### src/rtl/sobmd_pkg.sv
// Package of shared constants, codes and stage payload types for the Sobel magnitude block.
package sobmd_pkg;

    // Gradient word width and the widths that follow from it.
    localparam int GRAD_WIDTH = 11;
    localparam int SQ_W       = 2 * GRAD_WIDTH - 1;
    localparam int SUM_W      = 2 * GRAD_WIDTH;

    // Square root datapath: 16-bit radicand, 8-bit root.
    localparam int RAD_W        = 16;
    localparam int ROOT_W       = 8;
    localparam int REM_W        = ROOT_W + 2;
    localparam int SQRT_STEPS   = 2;
    localparam int SQRT_STAGES  = ROOT_W / SQRT_STEPS;
    localparam int NUM_STAGES   = SQRT_STAGES + 2;

    typedef enum logic [1:0] {
        DIR_0   = 2'd0,
        DIR_45  = 2'd1,
        DIR_90  = 2'd2,
        DIR_135 = 2'd3
    } t_dir;

    // First stage payload: absolute values and their squares.
    typedef struct packed {
        logic [GRAD_WIDTH-1:0] ax;
        logic [GRAD_WIDTH-1:0] ay;
        logic [SQ_W-1:0]       sqx;
        logic [SQ_W-1:0]       sqy;
        logic                  gx_neg;
        logic                  gx_zero;
    } t_grad;

    // Square root stage payload: radicand bits still to consume, partial result.
    typedef struct packed {
        logic [RAD_W-1:0]  rad;
        logic [REM_W-1:0]  rem;
        logic [ROOT_W-1:0] root;
        logic              sat;
        t_dir              dir;
    } t_sqrt;

endpackage

### src/rtl/sobmd_if.sv
// Valid/ready channel interfaces for gradient requests and result requests.
interface sobmd_grad_if
    import sobmd_pkg::*;
();
    logic                         valid;
    logic                         ready;
    logic signed [GRAD_WIDTH-1:0] grad_x;
    logic signed [GRAD_WIDTH-1:0] grad_y;

    modport source (output valid, output grad_x, output grad_y, input ready);
    modport sink   (input valid, input grad_x, input grad_y, output ready);
endinterface

interface sobmd_res_if
    import sobmd_pkg::*;
();
    logic        valid;
    logic        ready;
    logic [7:0]  magnitude;
    logic [1:0]  direction;

    modport source (output valid, output magnitude, output direction, input ready);
    modport sink   (input valid, input magnitude, input direction, output ready);
endinterface

### src/rtl/sobmd_grad_stage.sv
// First pipeline stage: gradient absolute values and their squares.
module sobmd_grad_stage
    import sobmd_pkg::*;
(
    input  logic                         i_clk,
    input  logic                         i_rst_n,
    input  logic                         i_valid,
    output logic                         o_ready,
    input  logic signed [GRAD_WIDTH-1:0] i_grad_x,
    input  logic signed [GRAD_WIDTH-1:0] i_grad_y,
    output logic                         o_valid,
    input  logic                         i_ready,
    output t_grad                        o_data
);

    logic  r_valid;
    t_grad r_data;
    t_grad n_data;

    always_comb begin
        n_data.gx_neg  = i_grad_x[GRAD_WIDTH-1];
        n_data.gx_zero = (i_grad_x == '0);
        // The most negative value negates to itself, whose unsigned reading is correct.
        n_data.ax  = i_grad_x[GRAD_WIDTH-1] ? (~i_grad_x + 1'b1) : i_grad_x;
        n_data.ay  = i_grad_y[GRAD_WIDTH-1] ? (~i_grad_y + 1'b1) : i_grad_y;
        n_data.sqx = SQ_W'(n_data.ax) * SQ_W'(n_data.ax);
        n_data.sqy = SQ_W'(n_data.ay) * SQ_W'(n_data.ay);
    end

    assign o_ready = !r_valid || i_ready;

    always_ff @(posedge i_clk) begin
        if (!i_rst_n) begin
            r_valid <= 1'b0;
        end else if (o_ready) begin
            r_valid <= i_valid;
        end
    end

    always_ff @(posedge i_clk) begin
        if (o_ready && i_valid) begin
            r_data <= n_data;
        end
    end

    assign o_valid = r_valid;
    assign o_data  = r_data;

endmodule

### src/rtl/sobmd_sum_stage.sv
// Second pipeline stage: squared sum, saturation test and direction quantization.
module sobmd_sum_stage
    import sobmd_pkg::*;
(
    input  logic  i_clk,
    input  logic  i_rst_n,
    input  logic  i_valid,
    output logic  o_ready,
    input  t_grad i_data,
    output logic  o_valid,
    input  logic  i_ready,
    output t_sqrt o_data
);

    logic             r_valid;
    t_sqrt            r_data;
    t_sqrt            n_data;
    logic [SUM_W-1:0] sum;

    always_comb begin
        sum         = SUM_W'(i_data.sqx) + SUM_W'(i_data.sqy);
        n_data.rad  = sum[RAD_W-1:0];
        n_data.rem  = '0;
        n_data.root = '0;
        n_data.sat  = |sum[SUM_W-1:RAD_W];
        // A nonzero horizontal gradient already implies a nonzero magnitude.
        if (i_data.gx_zero) begin
            n_data.dir = DIR_0;
        end else if ({1'b0, i_data.ay} > {i_data.ax, 1'b0}) begin
            n_data.dir = DIR_0;
        end else if ({1'b0, i_data.ax} > {i_data.ay, 1'b0}) begin
            n_data.dir = DIR_90;
        end else if (i_data.gx_neg) begin
            n_data.dir = DIR_135;
        end else begin
            n_data.dir = DIR_45;
        end
    end

    assign o_ready = !r_valid || i_ready;

    always_ff @(posedge i_clk) begin
        if (!i_rst_n) begin
            r_valid <= 1'b0;
        end else if (o_ready) begin
            r_valid <= i_valid;
        end
    end

    always_ff @(posedge i_clk) begin
        if (o_ready && i_valid) begin
            r_data <= n_data;
        end
    end

    assign o_valid = r_valid;
    assign o_data  = r_data;

endmodule

### src/rtl/sobmd_sqrt_stage.sv
// Square root pipeline stage: resolves two root bits per stage by digit recurrence.
module sobmd_sqrt_stage
    import sobmd_pkg::*;
(
    input  logic  i_clk,
    input  logic  i_rst_n,
    input  logic  i_valid,
    output logic  o_ready,
    input  t_sqrt i_data,
    output logic  o_valid,
    input  logic  i_ready,
    output t_sqrt o_data
);

    logic  r_valid;
    t_sqrt r_data;
    t_sqrt n_data;

    always_comb begin
        logic [REM_W+1:0] acc;
        logic [REM_W+1:0] trial;
        n_data = i_data;
        for (int k = 0; k < SQRT_STEPS; k++) begin
            acc   = {n_data.rem, n_data.rad[RAD_W-1 -: 2]};
            trial = (REM_W + 2)'({n_data.root, 2'b01});
            if (acc >= trial) begin
                n_data.rem  = REM_W'(acc - trial);
                n_data.root = {n_data.root[ROOT_W-2:0], 1'b1};
            end else begin
                n_data.rem  = REM_W'(acc);
                n_data.root = {n_data.root[ROOT_W-2:0], 1'b0};
            end
            n_data.rad = {n_data.rad[RAD_W-3:0], 2'b00};
        end
    end

    assign o_ready = !r_valid || i_ready;

    always_ff @(posedge i_clk) begin
        if (!i_rst_n) begin
            r_valid <= 1'b0;
        end else if (o_ready) begin
            r_valid <= i_valid;
        end
    end

    always_ff @(posedge i_clk) begin
        if (o_ready && i_valid) begin
            r_data <= n_data;
        end
    end

    assign o_valid = r_valid;
    assign o_data  = r_data;

    // The partial remainder never exceeds twice the partial root.
    a_rem_bound: assert property (@(posedge i_clk) disable iff (!i_rst_n)
        r_valid |-> (r_data.rem <= REM_W'({r_data.root, 1'b0})))
        else $error("sqrt remainder exceeds twice the partial root");

endmodule

### src/rtl/sobel_magnitude_direction.sv
// Top level of the Sobel gradient magnitude and direction quantizer.
//
// Usage: each request on i_grad carries one pixel's signed horizontal and
// vertical Sobel gradients. For each one, exactly one request leaves on o_res
// with the floor square root of gx*gx + gy*gy, saturated at 255, and a two-bit
// direction code (0, 45, 90 or 135 degrees). Pixels are independent.
// The datapath is a six-stage pipeline: absolute values and squares, then the
// squared sum with the saturation and direction tests, then four square root
// stages that settle two root bits each. The last square root register is the
// output register, from which each result is offered to o_res.
// Throughput is one pixel per clock while o_res is ready; the per-stage depth
// is set by the two dependent compare-subtract steps in each square root stage.
// Each stage carries its own valid bit and accepts a new request whenever it
// is empty or its successor moves, so bubbles close up and a receiver stall
// only holds off new requests once all six stages are full. Nothing is lost
// or repeated across a stall.
// A synchronous active-low reset clears all valid bits; payload registers
// are not reset.
module sobel_magnitude_direction
    import sobmd_pkg::*;
(
    input  logic          i_clk,
    input  logic          i_rst_n,
    sobmd_grad_if.sink    i_grad,
    sobmd_res_if.source   o_res
);

    t_grad                  w_grad;
    logic                   w_grad_valid;
    logic                   w_grad_ready;
    t_sqrt                  w_sq    [SQRT_STAGES+1];
    logic [SQRT_STAGES:0]   w_sq_valid;
    logic [SQRT_STAGES:0]   w_sq_ready;
    t_sqrt                  w_last;

    sobmd_grad_stage u_grad (
        .i_clk    (i_clk),
        .i_rst_n  (i_rst_n),
        .i_valid  (i_grad.valid),
        .o_ready  (i_grad.ready),
        .i_grad_x (i_grad.grad_x),
        .i_grad_y (i_grad.grad_y),
        .o_valid  (w_grad_valid),
        .i_ready  (w_grad_ready),
        .o_data   (w_grad)
    );

    sobmd_sum_stage u_sum (
        .i_clk   (i_clk),
        .i_rst_n (i_rst_n),
        .i_valid (w_grad_valid),
        .o_ready (w_grad_ready),
        .i_data  (w_grad),
        .o_valid (w_sq_valid[0]),
        .i_ready (w_sq_ready[0]),
        .o_data  (w_sq[0])
    );

    // Chain of square root stages; stage k reads link k and drives link k+1.
    for (genvar g = 0; g < SQRT_STAGES; g++) begin : g_sqrt
        sobmd_sqrt_stage u_sqrt (
            .i_clk   (i_clk),
            .i_rst_n (i_rst_n),
            .i_valid (w_sq_valid[g]),
            .o_ready (w_sq_ready[g]),
            .i_data  (w_sq[g]),
            .o_valid (w_sq_valid[g+1]),
            .i_ready (w_sq_ready[g+1]),
            .o_data  (w_sq[g+1])
        );
    end

    assign w_last                  = w_sq[SQRT_STAGES];
    assign w_sq_ready[SQRT_STAGES] = o_res.ready;
    assign o_res.valid             = w_sq_valid[SQRT_STAGES];
    assign o_res.magnitude         = w_last.sat ? 8'hFF : w_last.root;
    assign o_res.direction         = w_last.dir;

    // Back pressure reaches the input only when every stage holds a pixel.
    a_full_when_blocked: assert property (@(posedge i_clk) disable iff (!i_rst_n)
        !i_grad.ready |-> (w_grad_valid && (&w_sq_valid)))
        else $error("input blocked while the pipeline has an empty stage");

    // Reset empties the pipeline.
    a_empty_after_reset: assert property (@(posedge i_clk)
        !i_rst_n |=> !o_res.valid)
        else $error("result offered right after reset");

    // A zero magnitude only comes from two zero gradients, whose direction is 0.
    a_zero_mag_dir: assert property (@(posedge i_clk) disable iff (!i_rst_n)
        (o_res.valid && (o_res.magnitude == 8'd0)) |-> (o_res.direction == DIR_0))
        else $error("zero magnitude with nonzero direction");

endmodule

### src/flat_wrapper.sv
// flat-port wrapper written by rule: the top's interface ports become plain ports
module sobel_magnitude_direction_flat import sobmd_pkg::*;
  (i_clk, i_rst_n, i_grad_valid, i_grad_grad_x, i_grad_grad_y, i_grad_ready, o_res_valid, o_res_magnitude, o_res_direction, o_res_ready);
  sobmd_grad_if i_grad_i ();
  sobmd_res_if o_res_i ();
  input  logic i_clk;
  input  logic i_rst_n;
  input wire logic [$bits(i_grad_i.valid)-1:0] i_grad_valid;
  input wire logic [$bits(i_grad_i.grad_x)-1:0] i_grad_grad_x;
  input wire logic [$bits(i_grad_i.grad_y)-1:0] i_grad_grad_y;
  output wire logic [$bits(i_grad_i.ready)-1:0] i_grad_ready;
  output wire logic [$bits(o_res_i.valid)-1:0] o_res_valid;
  output wire logic [$bits(o_res_i.magnitude)-1:0] o_res_magnitude;
  output wire logic [$bits(o_res_i.direction)-1:0] o_res_direction;
  input wire logic [$bits(o_res_i.ready)-1:0] o_res_ready;
  assign i_grad_i.valid = i_grad_valid;
  assign i_grad_i.grad_x = i_grad_grad_x;
  assign i_grad_i.grad_y = i_grad_grad_y;
  assign i_grad_ready = i_grad_i.ready;
  assign o_res_valid = o_res_i.valid;
  assign o_res_magnitude = o_res_i.magnitude;
  assign o_res_direction = o_res_i.direction;
  assign o_res_i.ready = o_res_ready;
  sobel_magnitude_direction u_core (.i_clk(i_clk), .i_rst_n(i_rst_n), .i_grad(i_grad_i), .o_res(o_res_i));
endmodule
### config.mk
export PLATFORM = sky130hd
export DESIGN_NAME = sobel_magnitude_direction_flat
export DESIGN_NICKNAME = d
export VERILOG_FILES = /design/src/rtl/sobmd_pkg.sv /design/src/rtl/sobmd_if.sv /design/src/rtl/sobmd_grad_stage.sv /design/src/rtl/sobmd_sum_stage.sv /design/src/rtl/sobmd_sqrt_stage.sv /design/src/rtl/sobel_magnitude_direction.sv /design/src/flat_wrapper.sv
export SDC_FILE = /design/constraint.sdc
export NUM_CORES = 1
export LEC_CHECK = 0
export BUFFER_PORTS_ARGS = -buffer_cell sky130_fd_sc_hd__buf_2
export CORE_ASPECT_RATIO = 1.75
export CORE_UTILIZATION = 55
export CTS_BUF_LIST = sky130_fd_sc_hd__clkbuf_4 sky130_fd_sc_hd__clkbuf_8
export DETAILED_ROUTE_END_ITERATION = 8
export PLACE_DENSITY_LB_ADDON = 0.05
export SLEW_MARGIN = 20
export SYNTH_ARGS = -nofsm -noshare
export SYNTH_HDL_FRONTEND = slang
export SYNTH_SLANG_ARGS = --single-unit
### constraint.sdc
create_clock -name i_clk -period 9.95 [get_ports i_clk]
set_input_delay 1.4925 -clock i_clk [delete_from_list [all_inputs] [get_ports i_clk]]
set_output_delay 1.4925 -clock i_clk [all_outputs]
set_load 0.01 [all_outputs]
# Word-level counts from Yosys, hierarchy flattened
# Cells that the tools add are included.
[totals]
ff_bits = 189
input_bits = 26
output_inout_bits = 12
elab_cells = 93
[op_classes]
add_sub_neg = 10
mul = 2
n_lt_le_gt_ge = 10
n_mux = 13
bitwise = 2
reduce_logical = 22
[ops]
columns = ["op", "count"]
rows = [
  ["2-to-1 mux 18 bit", 7],
  ["greater-or-equal comparator 12 x 10 -> 1 bit", 7],
  ["subtractor 10 bit", 6],
  ["multiplier 11 x 11 -> 21 bit", 2],
  ["> comparator 11 x 12 -> 1 bit", 2],
  ["adder 11 x 1 -> 11 bit, second input constant", 2],
  ["adder 21 x 21 -> 22 bit", 1],
  ["2-to-1 mux 11 bit", 2],
  ["inverter 11 bit", 2],
  ["zero test 11 bit", 1],
  ["2-to-1 mux 8 bit", 1],
  ["logical AND 1 bit", 6],
  ["zero test 1 bit", 6],
  ["logical OR 1 bit", 6],
  ["OR reduction 6 bit", 1],
  ["2-to-1 mux 2 bit", 2],
  ["OR reduction 3 bit", 1],
  ["subtractor 2 x 1 -> 3 bit, second input constant", 1],
  ["greater-or-equal comparator 2 x 1 -> 1 bit, second input constant", 1],
  ["OR reduction 2 bit", 1],
  ["2-to-1 mux 1 bit", 1],
]

# Longest topological paths before layout
# Gate-level depths: netlist of run 1.
[depth]
word_depth = 8
mapped_depth = 27
ltp_nobuf = 26

# Cells and area by module
# From an unflattened synthesis of run 1, not the netlist that was laid out.
[hier_totals]
cells_unflattened = 2004
hier_area_um2 = 20299.5
[by_module_without_submodules]
columns = ["mod", "instances", "cells_per_inst", "area_each_um2", "seq_area_each_um2"]
rows = [
  ["sobmd_grad_stage", 1, 866, 8738.4, 1881.8],
  ["sobmd_sqrt_stage at u_core.g_sqrt[0].u_sqrt ...", 3, 223, 2327.2, 1011.0],
  ["sobmd_sqrt_stage at u_core.g_sqrt[3].u_sqrt", 1, 213, 2264.7, 1011.0],
  ["sobmd_sum_stage", 1, 248, 2264.7, 590.6],
  ["sobel_magnitude_direction", 1, 8, 50.0, 0.0],
]

# Worst setup path before layout of run 1
# OpenSTA, ideal clock, no wires.
[synth_path]
path_type = "input-to-reg"
from = "input i_grad_grad_x[4]"
to = "register u_core.u_grad.r_data (netlist bit u_core.u_grad.o_data[42]) (data pin)"
setup_time_ns = 0.258
t_arrival_ns = 7.409
t_required_ns = 9.692
slack_ns = 2.283
stages = 22
n_path_buf = 0
path_cell_list = "or4_1 or2_2 o21ai_0 xor2_1 clkinv_1 nand2_1 fa_1 fa_1 inv_1 fa_1 fa_1 inv_1 fa_1 inv_1 ha_1 a21oi_1 nor2b_1 o21ai_0 a31oi_1 o311ai_0 a21oi_1 xnor2_1"
[synth_rtl]
columns = ["item", "line_no", "rtl"]
rows = [
  ["start: declaration", "flat_wrapper.sv:9", "input wire logic [$bits(i_grad_i.grad_x)-1:0] i_grad_grad_x;"],
  ["end signal: assignment", "sobmd_grad_stage.sv:42", "r_data <= n_data;"],
  ["end: declaration", "sobmd_grad_stage.sv:17", "t_grad r_data;"],
]

==> impl_metrics.env, run 1 <==
export IMPL_vias=10380
export IMPL_synth_async_sr_flop_share_pct=0
export IMPL_place_area_mm2=0.01595
export IMPL_syn_inst=1463
export IMPL_worst_path_buf_inv=7
export IMPL_finalSetupViolCount=0
export IMPL_wl_mm=32.49
export IMPL_drt_pre_antenna_iters=5
export IMPL_cts_setup_buffers=0
export IMPL_min_from="u_core.g_sqrt[0].u_sqrt.o_data[26]"
export IMPL_rsz0062_at_grt="false"
export IMPL_dp_cells=1878
export IMPL_p_per_area_mw_per_mm2=305.8
export IMPL_tightest_slew_ps=1108
export IMPL_fin_area_mm2=0.01637
export IMPL_cts_buffers=17
export IMPL_fin_cells=1910
export IMPL_layout_min_cycle_time_ps=7985
export IMPL_area_growth_pct=7.697
export IMPL_rr_worst_depth=16
export IMPL_netlist_top_cells_area="edfxtp_1 33%, fa_1 17%, ha_1 15%, inv_1 6.7%, xnor2_1 3.9%"
export IMPL_via_per_inst=5.436
export IMPL_r2r_slack_ps=5370
export IMPL_cp_slowest_stage_delay_ps=710
export IMPL_r2r_start="u_core.g_sqrt[1].u_sqrt.o_data[3]"
export IMPL_wl_per_cell_um=17.01
export IMPL_clk_pin_slew_worst_paths_ps=90
export IMPL_grt_max_degree=63
export IMPL_slowest_stage="xnor2_1"
export IMPL_hold_ws_ps=416.5
export IMPL_fmax_ghz=0.1252
export IMPL_grt_pass1_wl_mm=53.65
export IMPL_dieArea_mm2=0.02833
export IMPL_cp_top_family="adder cells"
export IMPL_gp_congestion=0.9159
export IMPL_ant_nets=0
export IMPL_dieHeight_um=221.9
export IMPL_multi_input_area_mm2=0.009082
export IMPL_hpwl_mm=27.20
export IMPL_fin_tns_setup_ps=0
export IMPL_finalHoldViolCount=0
export IMPL_die_width_um=127.7
export IMPL_hp_class="reg2reg"
export IMPL_r2r_end="u_core.g_sqrt[2].u_sqrt.o_data[15]"
export IMPL_grt_use_total_pct=25.06
export IMPL_period_share_pct=80.25
export IMPL_yosysSeqAreaShare_pct=33.39
export IMPL_core_mm2=0.02723
export IMPL_diodes=0
export IMPL_path_max_fanout=10
export IMPL_cap_violations=0
export IMPL_antenna_found_initial=0
export IMPL_arrival_ps=8210
export IMPL_drc=0
export IMPL_grt_pass1_vias=11200
export IMPL_synth_edff_count=165
export IMPL_synth_seq_cells=171
export IMPL_drt_iter0_drc=431
export IMPL_pin_count=38
export IMPL_min_to="u_core.g_sqrt[1].u_sqrt.o_data[30]"
export IMPL_clock_latency_ps=480
export IMPL_layout_drive_gt1_share_pct=7.657
export IMPL_ctsResizeCount=0
export IMPL_start_util_pct=55.82
export IMPL_synth_top_flop_cell="edfxtp_1"
export IMPL_rows=80
export IMPL_clockBufferDepth=2
export IMPL_yosys_area_top_type="edfxtp_1"
export IMPL_power_leakage_uw=0.007491
export IMPL_cp_required_ps=10180
export IMPL_synth_top_area_share_pct=32.60
export IMPL_nFillCells=2427
export IMPL_portBuffers=37
export IMPL_finalClockSkew_ps=13.43
export IMPL_drv_slew=0
export IMPL_crit_type="in2reg"
export IMPL_htree_levels=4
export IMPL_hold_buffers=0
export IMPL_grt_overflow=0
export IMPL_run_status="complete, no violations"
export IMPL_ir_drop_mv=0.3329
export IMPL_netlist_area_mm2=0.01520
export IMPL_syn_avg_cell_area_um2=10.39
export IMPL_end_kind="flip-flop"
export IMPL_layout_common_cells="272 x inv_1, 178 x ha_1, 165 x edfxtp_1"
export IMPL_yosysWarnings=0
export IMPL_cts_tree="yes"
export IMPL_regArea_mm2=0.005075
export IMPL_cts_sinks=171
export IMPL_root_buffer="clkbuf_8"
export IMPL_max_slew_margin_pct=26.01
export IMPL_final_common_cell="inv_1"
export IMPL_synth_distinct_cells=65
export IMPL_nets=1860
export IMPL_start_kind="input pin"
export IMPL_min_path_cells=0
## sequential cells by signal, indices dropped and copies added, names as in the netlist
name	cells
u_core.g_sqrt.u_sqrt.o_data	84
u_core.u_grad.o_valid	1
u_core.u_sum.o_valid	1
u_core.u_sum.o_data	19
u_core.g_sqrt.u_sqrt.o_valid	4
u_core.u_grad.o_data	62
## worst max path at each step
stage          slack, ps  cells past startpoint                  endpoint        startpoint
2_1_floorplan       2280                     22  u_core.u_grad.o_data[42]  i_grad_grad_x[4]
3_3_place_gp        1700                     26  u_core.u_grad.o_data[22]  i_grad_grad_y[0]
3_5_place_dp        1500                     26  u_core.u_grad.o_data[22]  i_grad_grad_y[0]
4_1_cts             2000                     26  u_core.u_grad.o_data[22]  i_grad_grad_y[0]
5_1_grt             1500                     25  u_core.u_grad.o_data[43]  i_grad_grad_x[0]
6_report            1970                     26  u_core.u_grad.o_data[22]  i_grad_grad_y[0]
## worst register-to-register path, cell delays in order (launching register included)
cell,delay (ps)
edfxtp_1,420
inv_1,100
ha_1,350
nor2b_1,240
o31ai_1,120
a21o_1,200
nand2_2,170
clkinv_1,250
o21ai_0,400
ha_1,320
nand3_1,150
nor3_1,90
o21ai_0,80
nand4b_1,120
a211oi_1,670
nand2_2,300
mux2_2,350
## logic make-up after synthesis
kind of cell	after synthesis	synth area share [%]
buffers and inverters	296	7.376
other	2	0.04941
AND/OR/NAND/NOR	343	11.11
XOR/XNOR	101	5.820
multiplexers	14	1.004
adder cells (fa/ha/maj)	306	31.51
flip-flops	171	33.39
AO/OA/AOI/OAI	230	9.739
## layer usage
layer	up-vias	GRT usage [%]	wire length, um
met2	210	49.94	18740
met3	98	3.596	900
met1	5047	22.91	10740
li1	5028	-	-
met4	0	15.60	2112
met5	-	0	0
## where the power goes
group | switching [uW] | internal, uW
clock network | 261 | 260
registers | 68.4 | 1120
logic | 1910 | 1390
## cells in the mapped netlist (5+ instances only)
| cell type | count |
|---|---|
| inv_1 | 272 |
| ha_1 | 178 |
| edfxtp_1 | 165 |
| fa_1 | 128 |
| nor2_1 | 110 |
| nand2_1 | 81 |
| xnor2_1 | 67 |
| a21oi_1 | 58 |
| o21ai_0 | 50 |
| xor2_1 | 34 |
| nor3_1 | 24 |
| o21a_1 | 24 |
| a21o_1 | 21 |
| nor2b_1 | 21 |
| and2_1 | 16 |
| nand3_1 | 14 |
| o31ai_1 | 14 |
| clkbuf_1 | 13 |
| or2_2 | 13 |
| a211oi_1 | 12 |
| o21bai_1 | 11 |
| mux2_2 | 10 |
| nor4_1 | 9 |
| a31oi_1 | 8 |
| nand2b_1 | 8 |
| or3_1 | 8 |
| nand4_1 | 7 |
| or4_1 | 7 |
| clkinv_1 | 6 |
| dfxtp_1 | 6 |
| and3_1 | 5 |
## layout make-up
| cell class | count | share of cell area, % |
|---|---|---|
| flip-flops and latches | 171 | 31.00 |
| clock inverters | 12 | 1.017 |
| multi-input cells | 1010 | 55.49 |
| clock buffers | 20 | 1.567 |
| well taps | 369 | 2.821 |
| inverters | 279 | 6.398 |
| repair buffers | 49 | 1.705 |
## stage by stage
| step | power [uW] | setup slack, ps | utilization [%] |
|---|---|---|---|
| finish | 5005 | 1965 | 60.12 |
| global route | 5549 | 1495 | 60.12 |
| CTS | 5075 | 2003 | 60.12 |
| detailed placement | 4519 | 1496 | 58.57 |
| global placement | 4462 | 1704 | 58.52 |
| floorplan | 3713 | 2283 | - |
Note: power is estimated with default switching activity, not from simulation.
==> inputs of run 2 (changes only) <==
--- a/config.mk
+++ b/config.mk
@@ -5,6 +5,7 @@
 export SDC_FILE = /design/constraint.sdc
 export NUM_CORES = 1
 export LEC_CHECK = 0
+export ABC_AREA = 1
 export BUFFER_PORTS_ARGS = -buffer_cell sky130_fd_sc_hd__buf_2
 export CORE_ASPECT_RATIO = 1.75
 export CORE_UTILIZATION = 55
==> constraint.sdc (replaced) <==
create_clock -name i_clk -period 8.2 [get_ports i_clk]
set_input_delay 1.23 -clock i_clk [delete_from_list [all_inputs] [get_ports i_clk]]
set_output_delay 1.23 -clock i_clk [all_outputs]
set_load 0.01 [all_outputs]
==> run 2 against run 1 <==
Against the previous run: worst setup slack got worse by 910 ps; global-route usage decreased by 0.11 points; clock power increased by 6.1%; synthesized cell count increased by 28%; clock-buffer cell count decreased by 2; critical endpoint is now u_core.u_grad.o_data[41]; largest cell class unchanged.
==> impl_metrics.env, run 2 <==
export IMPL_gp_congestion=0.8861
export IMPL_synth_edff_count=165
export IMPL_cap_violations=0
export IMPL_drt_pre_antenna_iters=5
export IMPL_netlist_top_cells_area="edfxtp_1 30%, fa_1 16%, ha_1 14%, inv_1 9.0%, nand2_1 8.3%"
export IMPL_start_kind="input pin"
export IMPL_power_leakage_uw=0.008582
export IMPL_yosysSeqAreaShare_pct=31.09
export IMPL_pin_count=38
export IMPL_via_per_inst=5.240
export IMPL_vias=12250
export IMPL_antenna_found_initial=0
export IMPL_dieArea_mm2=0.03040
export IMPL_hp_class="reg2reg"
export IMPL_die_width_um=132.2
export IMPL_p_seq_share_pct=26.5
export IMPL_p_per_area_mw_per_mm2=302.3
export IMPL_synth_top_area_share_pct=30.35
export IMPL_power_switching_uw=2506
export IMPL_finalSetupViolCount=0
export IMPL_root_buffer="clkbuf_8"
export IMPL_multi_input_area_mm2=0.009748
export IMPL_clk_pin_slew_worst_paths_ps=100
export IMPL_period_share_pct=87.10
export IMPL_cts_tree="yes"
export IMPL_hpwl_mm=29.98
export IMPL_drc=0
export IMPL_synth_common_cells="391 x inv_1, 362 x nand2_1, 178 x ha_1, 169 x nor2_1, 165 x edfxtp_1"
export IMPL_fmax_ghz=0.1400
export IMPL_dieHeight_um=229.9
export IMPL_ir_drop_mv=0.1544
export IMPL_clock_latency_ps=490
export IMPL_synth_top_flop_cell="edfxtp_1"
export IMPL_yosysMostFrequentCell="inv_1"
export IMPL_htree_levels=4
export IMPL_fin_tns_setup_ps=0
export IMPL_cp_required_ps=8440
export IMPL_wl_mm=35.72
export IMPL_start_util_pct=55.74
export IMPL_clockBufferDepth=2
export IMPL_p_int_uw=2757
export IMPL_area_growth_pct=6.638
export IMPL_drt_iter0_drc=566
export IMPL_grt_use_total_pct=24.94
export IMPL_grt_overflow=0
export IMPL_layout_min_cycle_time_ps=7142
export IMPL_path_max_fanout=5
export IMPL_grt_pass1_wl_mm=58.71
export IMPL_tightest_slew_ps=973.8
export IMPL_synth_async_sr_flop_share_pct=0
export IMPL_ctsResizeCount=0
export IMPL_place_ws_ps=634.3
export IMPL_cts_sinks=171
export IMPL_timing_final_ws_setup_ps=1058
export IMPL_cts_buffers=17
export IMPL_syn_inst=1877
export IMPL_sw_frac_of_total_pct=47.61
export IMPL_yosysWarnings=0
export IMPL_grt_max_degree=63
export IMPL_ant_nets=0
export IMPL_arrival_ps=7380
export IMPL_final_common_cell="inv_1"
export IMPL_syn_avg_cell_area_um2=8.696
export IMPL_finalClockSkew_ps=20.17
export IMPL_cts_setup_buffers=0
export IMPL_regArea_mm2=0.005075
export IMPL_finalHoldViolCount=0
export IMPL_portBuffers=37
export IMPL_grt_pass1_vias=12780
export IMPL_yosys_area_top_type="edfxtp_1"
export IMPL_rows=83
export IMPL_run_status="complete, no violations"
export IMPL_pwr_share_clk_pct=10.5
export IMPL_layout_common_cells="390 x inv_1, 362 x nand2_1, 178 x ha_1"
export IMPL_layout_drive_gt1_share_pct=6.800
export IMPL_end_kind="flip-flop"
export IMPL_synth_distinct_cells=51
export IMPL_netlist_area_mm2=0.01632
export IMPL_core_mm2=0.02929
export IMPL_largest_reg_flops=84
export IMPL_max_slew_margin_pct=35.01
export IMPL_wl_per_cell_um=15.28
export IMPL_synth_seq_cells=171
export IMPL_hold_buffers=0
export IMPL_rsz0062_at_grt="false"
export IMPL_drv_slew=0
export IMPL_nFillCells=2698
export IMPL_diodes=0
export IMPL_comb_power_share_pct=63.0
export IMPL_crit_type="in2reg"
export IMPL_nets=2276
## run 2: final timing paths
kind                                      from                                  to  slack (ps)  cells after the start
max                           i_grad_grad_x[0]            u_core.u_grad.o_data[41]        1060                     26
min                    u_core.u_sum.o_data[30]  u_core.g_sqrt[0].u_sqrt.o_data[34]         420                      0
max reg2reg  u_core.g_sqrt[1].u_sqrt.o_data[6]  u_core.g_sqrt[2].u_sqrt.o_data[15]        4780                     17
min reg2reg            u_core.u_sum.o_data[30]  u_core.g_sqrt[0].u_sqrt.o_data[34]         420                      0
## run 2: area by class of cell
type / count / area share, %
tap: 382 / 2.746
timing repair buffer: 48 / 1.538
clock inverter: 13 / 0.6325
clock buffer: 18 / 1.387
multi-input combinational: 1310 / 56.00
sequential: 171 / 29.15
inverter: 396 / 8.539
## run 2: kinds of logic (layout without fill, tap and decap cells)
group / count (synthesis) / after routing / synth area share [%]
AOI/OAI and AO/OA: 213 / 213 / 7.336
xor gates and xnor gates: 73 / 73 / 3.917
adders and majority gates: 306 / 306 / 29.34
buffers and inverters: 410 / 475 / 9.528
DFF: 171 / 171 / 31.09
other: 2 / 16 / 0.04601
and+or+nand+nor: 702 / 702 / 18.74
## run 2: critical path: stages
cell and delay (ps):
buf_2 160, inv_1 90, ha_1 140, inv_1 50, nor2_1 180, nand3_1 190
nor3_1 520, inv_1 210, nor2_1 230, inv_1 100, fa_1 520, fa_1 560
inv_1 60, fa_1 510, fa_1 540, inv_1 50, fa_1 520, inv_1 40
ha_1 360, nand2_1 90, nor2_1 150, nand2_1 90, o211ai_1 290, a21oi_1 160
o21ai_0 230, xor2_1 100
## run 2: routing by layer
layer	part of all wire, %	GRT usage (%)	vias to the layer above
met4	3.7	10.60	0
met2	59	52.25	225
met3	2.2	3.153	85
met5	0	0	-
li1	-	-	6117
met1	35	23.33	5825
## run 2: through the flow
| stage | instance area (um^2) | utilization, % | cells | hold WS (ps) | total power [uW] |
|---|---|---|---|---|---|
| 2_1_floorplan | 16380 | - | 1891 | 400.3 | 3891 |
| 3_3_place_gp | 17060 | 58.24 | 2307 | 402.5 | 4671 |
| 3_5_place_dp | 17060 | 58.24 | 2307 | 404.5 | 4719 |
| 4_1_cts | 17410 | 59.44 | 2338 | 418.6 | 5293 |
| 5_1_grt | 17410 | 59.44 | 2338 | 429.7 | 5782 |
| 6_report | 17410 | 59.44 | 2338 | 416.9 | 5263 |
## run 2: power by group through the flow
stage,clock network (uW),logic [uW],registers (uW)
global route,598,3790,1400
global placement,0,3260,1410
floorplan,0,2540,1360
detailed placement,0,3310,1410
finish,553,3320,1390
CTS,565,3340,1390
==> inputs of run 3 (changes only) <==
--- a/config.mk
+++ b/config.mk
@@ -7,12 +7,14 @@
 export LEC_CHECK = 0
 export ABC_AREA = 1
 export BUFFER_PORTS_ARGS = -buffer_cell sky130_fd_sc_hd__buf_2
+export CELL_PAD_IN_SITES_DETAIL_PLACEMENT = 1
+export CELL_PAD_IN_SITES_GLOBAL_PLACEMENT = 1
 export CORE_ASPECT_RATIO = 1.75
-export CORE_UTILIZATION = 55
+export CORE_UTILIZATION = 51
 export CTS_BUF_LIST = sky130_fd_sc_hd__clkbuf_4 sky130_fd_sc_hd__clkbuf_8
 export DETAILED_ROUTE_END_ITERATION = 8
 export PLACE_DENSITY_LB_ADDON = 0.05
-export SLEW_MARGIN = 20
+export SLEW_MARGIN = 30
 export SYNTH_ARGS = -nofsm -noshare
 export SYNTH_HDL_FRONTEND = slang
 export SYNTH_SLANG_ARGS = --single-unit
==> run 3 against run 2 <==
Against the previous run: via count rose by 2.9%; power rose by 2.8%; clock power rose by 7.6%; hold slack improved by 7.6 ps; largest power group unchanged; critical path depth did not move; highest routed layer unchanged; sequential power barely moved.
==> impl_metrics.env, run 3 (synthesis gave the netlist of run 2 again) <==
export IMPL_min_path_cells=0
export IMPL_grt_overflow=0
export IMPL_rsz0062_at_grt="false"
export IMPL_fin_area_mm2=0.01754
export IMPL_cts_sinks=171
export IMPL_root_buffer="clkbuf_8"
export IMPL_gp_congestion=0.8713
export IMPL_rr_worst_depth=17
export IMPL_r2r_slack_ps=4570
export IMPL_area_growth_pct=7.435
export IMPL_nets=2283
export IMPL_path_max_fanout=5
export IMPL_wl_mm=41.53
export IMPL_drt_pre_antenna_iters=5
export IMPL_p_per_area_mw_per_mm2=308.4
export IMPL_finalClockSkew_ps=27.84
export IMPL_ant_nets=0
export IMPL_period_share_pct=86.79
export IMPL_run_status="complete, no violations"
export IMPL_finalSetupViolCount=0
export IMPL_cts_tree="yes"
export IMPL_start_kind="input pin"
export IMPL_dieHeight_um=238.7
export IMPL_drv_slew=0
export IMPL_largest_reg_flops=84
export IMPL_arrival_ps=7380
export IMPL_layout_min_cycle_time_ps=7117
export IMPL_grt_pass1_wl_mm=67.60
export IMPL_final_common_cell="inv_1"
export IMPL_end_kind="flip-flop"
export IMPL_hold_buffers=0
export IMPL_core_mm2=0.03153
export IMPL_fmax_ghz=0.1405
export IMPL_clk_pin_slew_worst_paths_ps=120
export IMPL_portBuffers=37
export IMPL_grt_use_total_pct=27.26
export IMPL_hp_class="reg2reg"
export IMPL_finalHoldViolCount=0
export IMPL_dieArea_mm2=0.03275
export IMPL_grt_max_degree=63
export IMPL_hpwl_mm=35.45
export IMPL_fin_tns_setup_ps=0
export IMPL_crit_type="in2reg"
export IMPL_via_per_inst=5.342
export IMPL_vias=12610
export IMPL_r2r_end="u_core.g_sqrt[2].u_sqrt.o_data[16]"
export IMPL_layout_common_cells="389 x inv_1, 362 x nand2_1, 178 x ha_1"
export IMPL_cp_required_ps=8460
export IMPL_multi_input_area_mm2=0.009751
export IMPL_nFillCells=3795
export IMPL_place_area_mm2=0.01713
export IMPL_regArea_mm2=0.005075
export IMPL_cap_violations=0
export IMPL_max_slew_margin_pct=40.19
export IMPL_pin_count=38
export IMPL_die_width_um=137.2
export IMPL_cts_buffers=17
export IMPL_clock_latency_ps=510
export IMPL_drt_iter0_drc=476
export IMPL_tightest_slew_ps=896.1
export IMPL_htree_levels=4
export IMPL_antenna_found_initial=1
export IMPL_grt_pass1_vias=14130
export IMPL_ir_drop_mv=0.1748
export IMPL_rows=86
export IMPL_wl_per_cell_um=17.59
export IMPL_min_from="u_core.g_sqrt[1].u_sqrt.o_data[32]"
export IMPL_clockBufferDepth=2
export IMPL_power_leakage_uw=0.008637
export IMPL_cts_setup_buffers=0
export IMPL_r2r_start="u_core.g_sqrt[1].u_sqrt.o_data[6]"
export IMPL_start_util_pct=51.77
export IMPL_min_to="u_core.g_sqrt[2].u_sqrt.o_data[36]"
export IMPL_ctsResizeCount=0
export IMPL_total_power_uw=5409
export IMPL_layout_drive_gt1_share_pct=7.383
export IMPL_drc=0
## run 3: per-stage QoR
stage	setup slack, ps	utilization, %	hold WS [ps]	cells
after global placement	883.2	54.32	401.2	2328
after floorplan	1193	-	400.3	1891
after CTS	1088	55.61	427.8	2360
after detailed placement	527.2	54.32	406.3	2328
final	1083	55.62	424.5	2361
after global routing	560.8	55.62	431.7	2361
## run 3: worst max-delay path, stage by stage
cell      delay (ps)
buf_2            160
inv_1             90
ha_1             150
inv_1             60
nor2_1           180
nand3_1          170
nor3_1           490
inv_1            190
nor2_1           220
inv_1            100
fa_1             510
fa_1             550
inv_1             60
fa_1             500
fa_1             550
inv_1             50
fa_1             520
inv_1             40
ha_1             360
nand2_1          100
nor2_1           160
nand2_1           90
o211ai_1         300
a21oi_1          170
o21ai_0          240
xor2_1           110
## run 3: area by class of cell
type / count / share of cell area (%)
clock inverter: 14 / 0.9061
antenna: 1 / 0.01427
timing repair buffer: 55 / 1.826
multi-input combinational: 1310 / 55.60
tap: 396 / 2.825
clock buffer: 18 / 1.413
inverter: 396 / 8.476
sequential: 171 / 28.94
## run 3: power by group
part / leakage (uW) / internal [uW] / switching [uW]
clock: 0.000205 / 235 / 360
combinational: 0.00686 / 1250 / 2160
sequential: 0.00158 / 1300 / 97.6
## run 3: how the worst max path moves through the flow
| stage | from | end | slack, ps | depth (start not counted) |
|---|---|---|---|---|
| final | i_grad_grad_x[0] | u_core.u_grad.o_data[41] | 1080 | 26 |
| after detailed placement | i_grad_grad_x[0] | u_core.u_grad.o_data[41] | 530 | 26 |
| after global placement | i_grad_grad_x[0] | u_core.u_grad.o_data[41] | 880 | 26 |
| after global routing | i_grad_grad_x[0] | u_core.u_grad.o_data[41] | 560 | 26 |
| after CTS | i_grad_grad_x[0] | u_core.u_grad.o_data[41] | 1090 | 26 |
| after floorplan | i_grad_grad_y[0] | u_core.u_grad.o_data[22] | 1190 | 29 |
## run 3: layer usage
layer	vias up	share of wire, %	track usage [%]
li1	6128	-	-
met4	0	5.2	14.32
met3	108	1.6	2.841
met1	6186	34	25.00
met2	191	60	55.94
met5	-	0	0
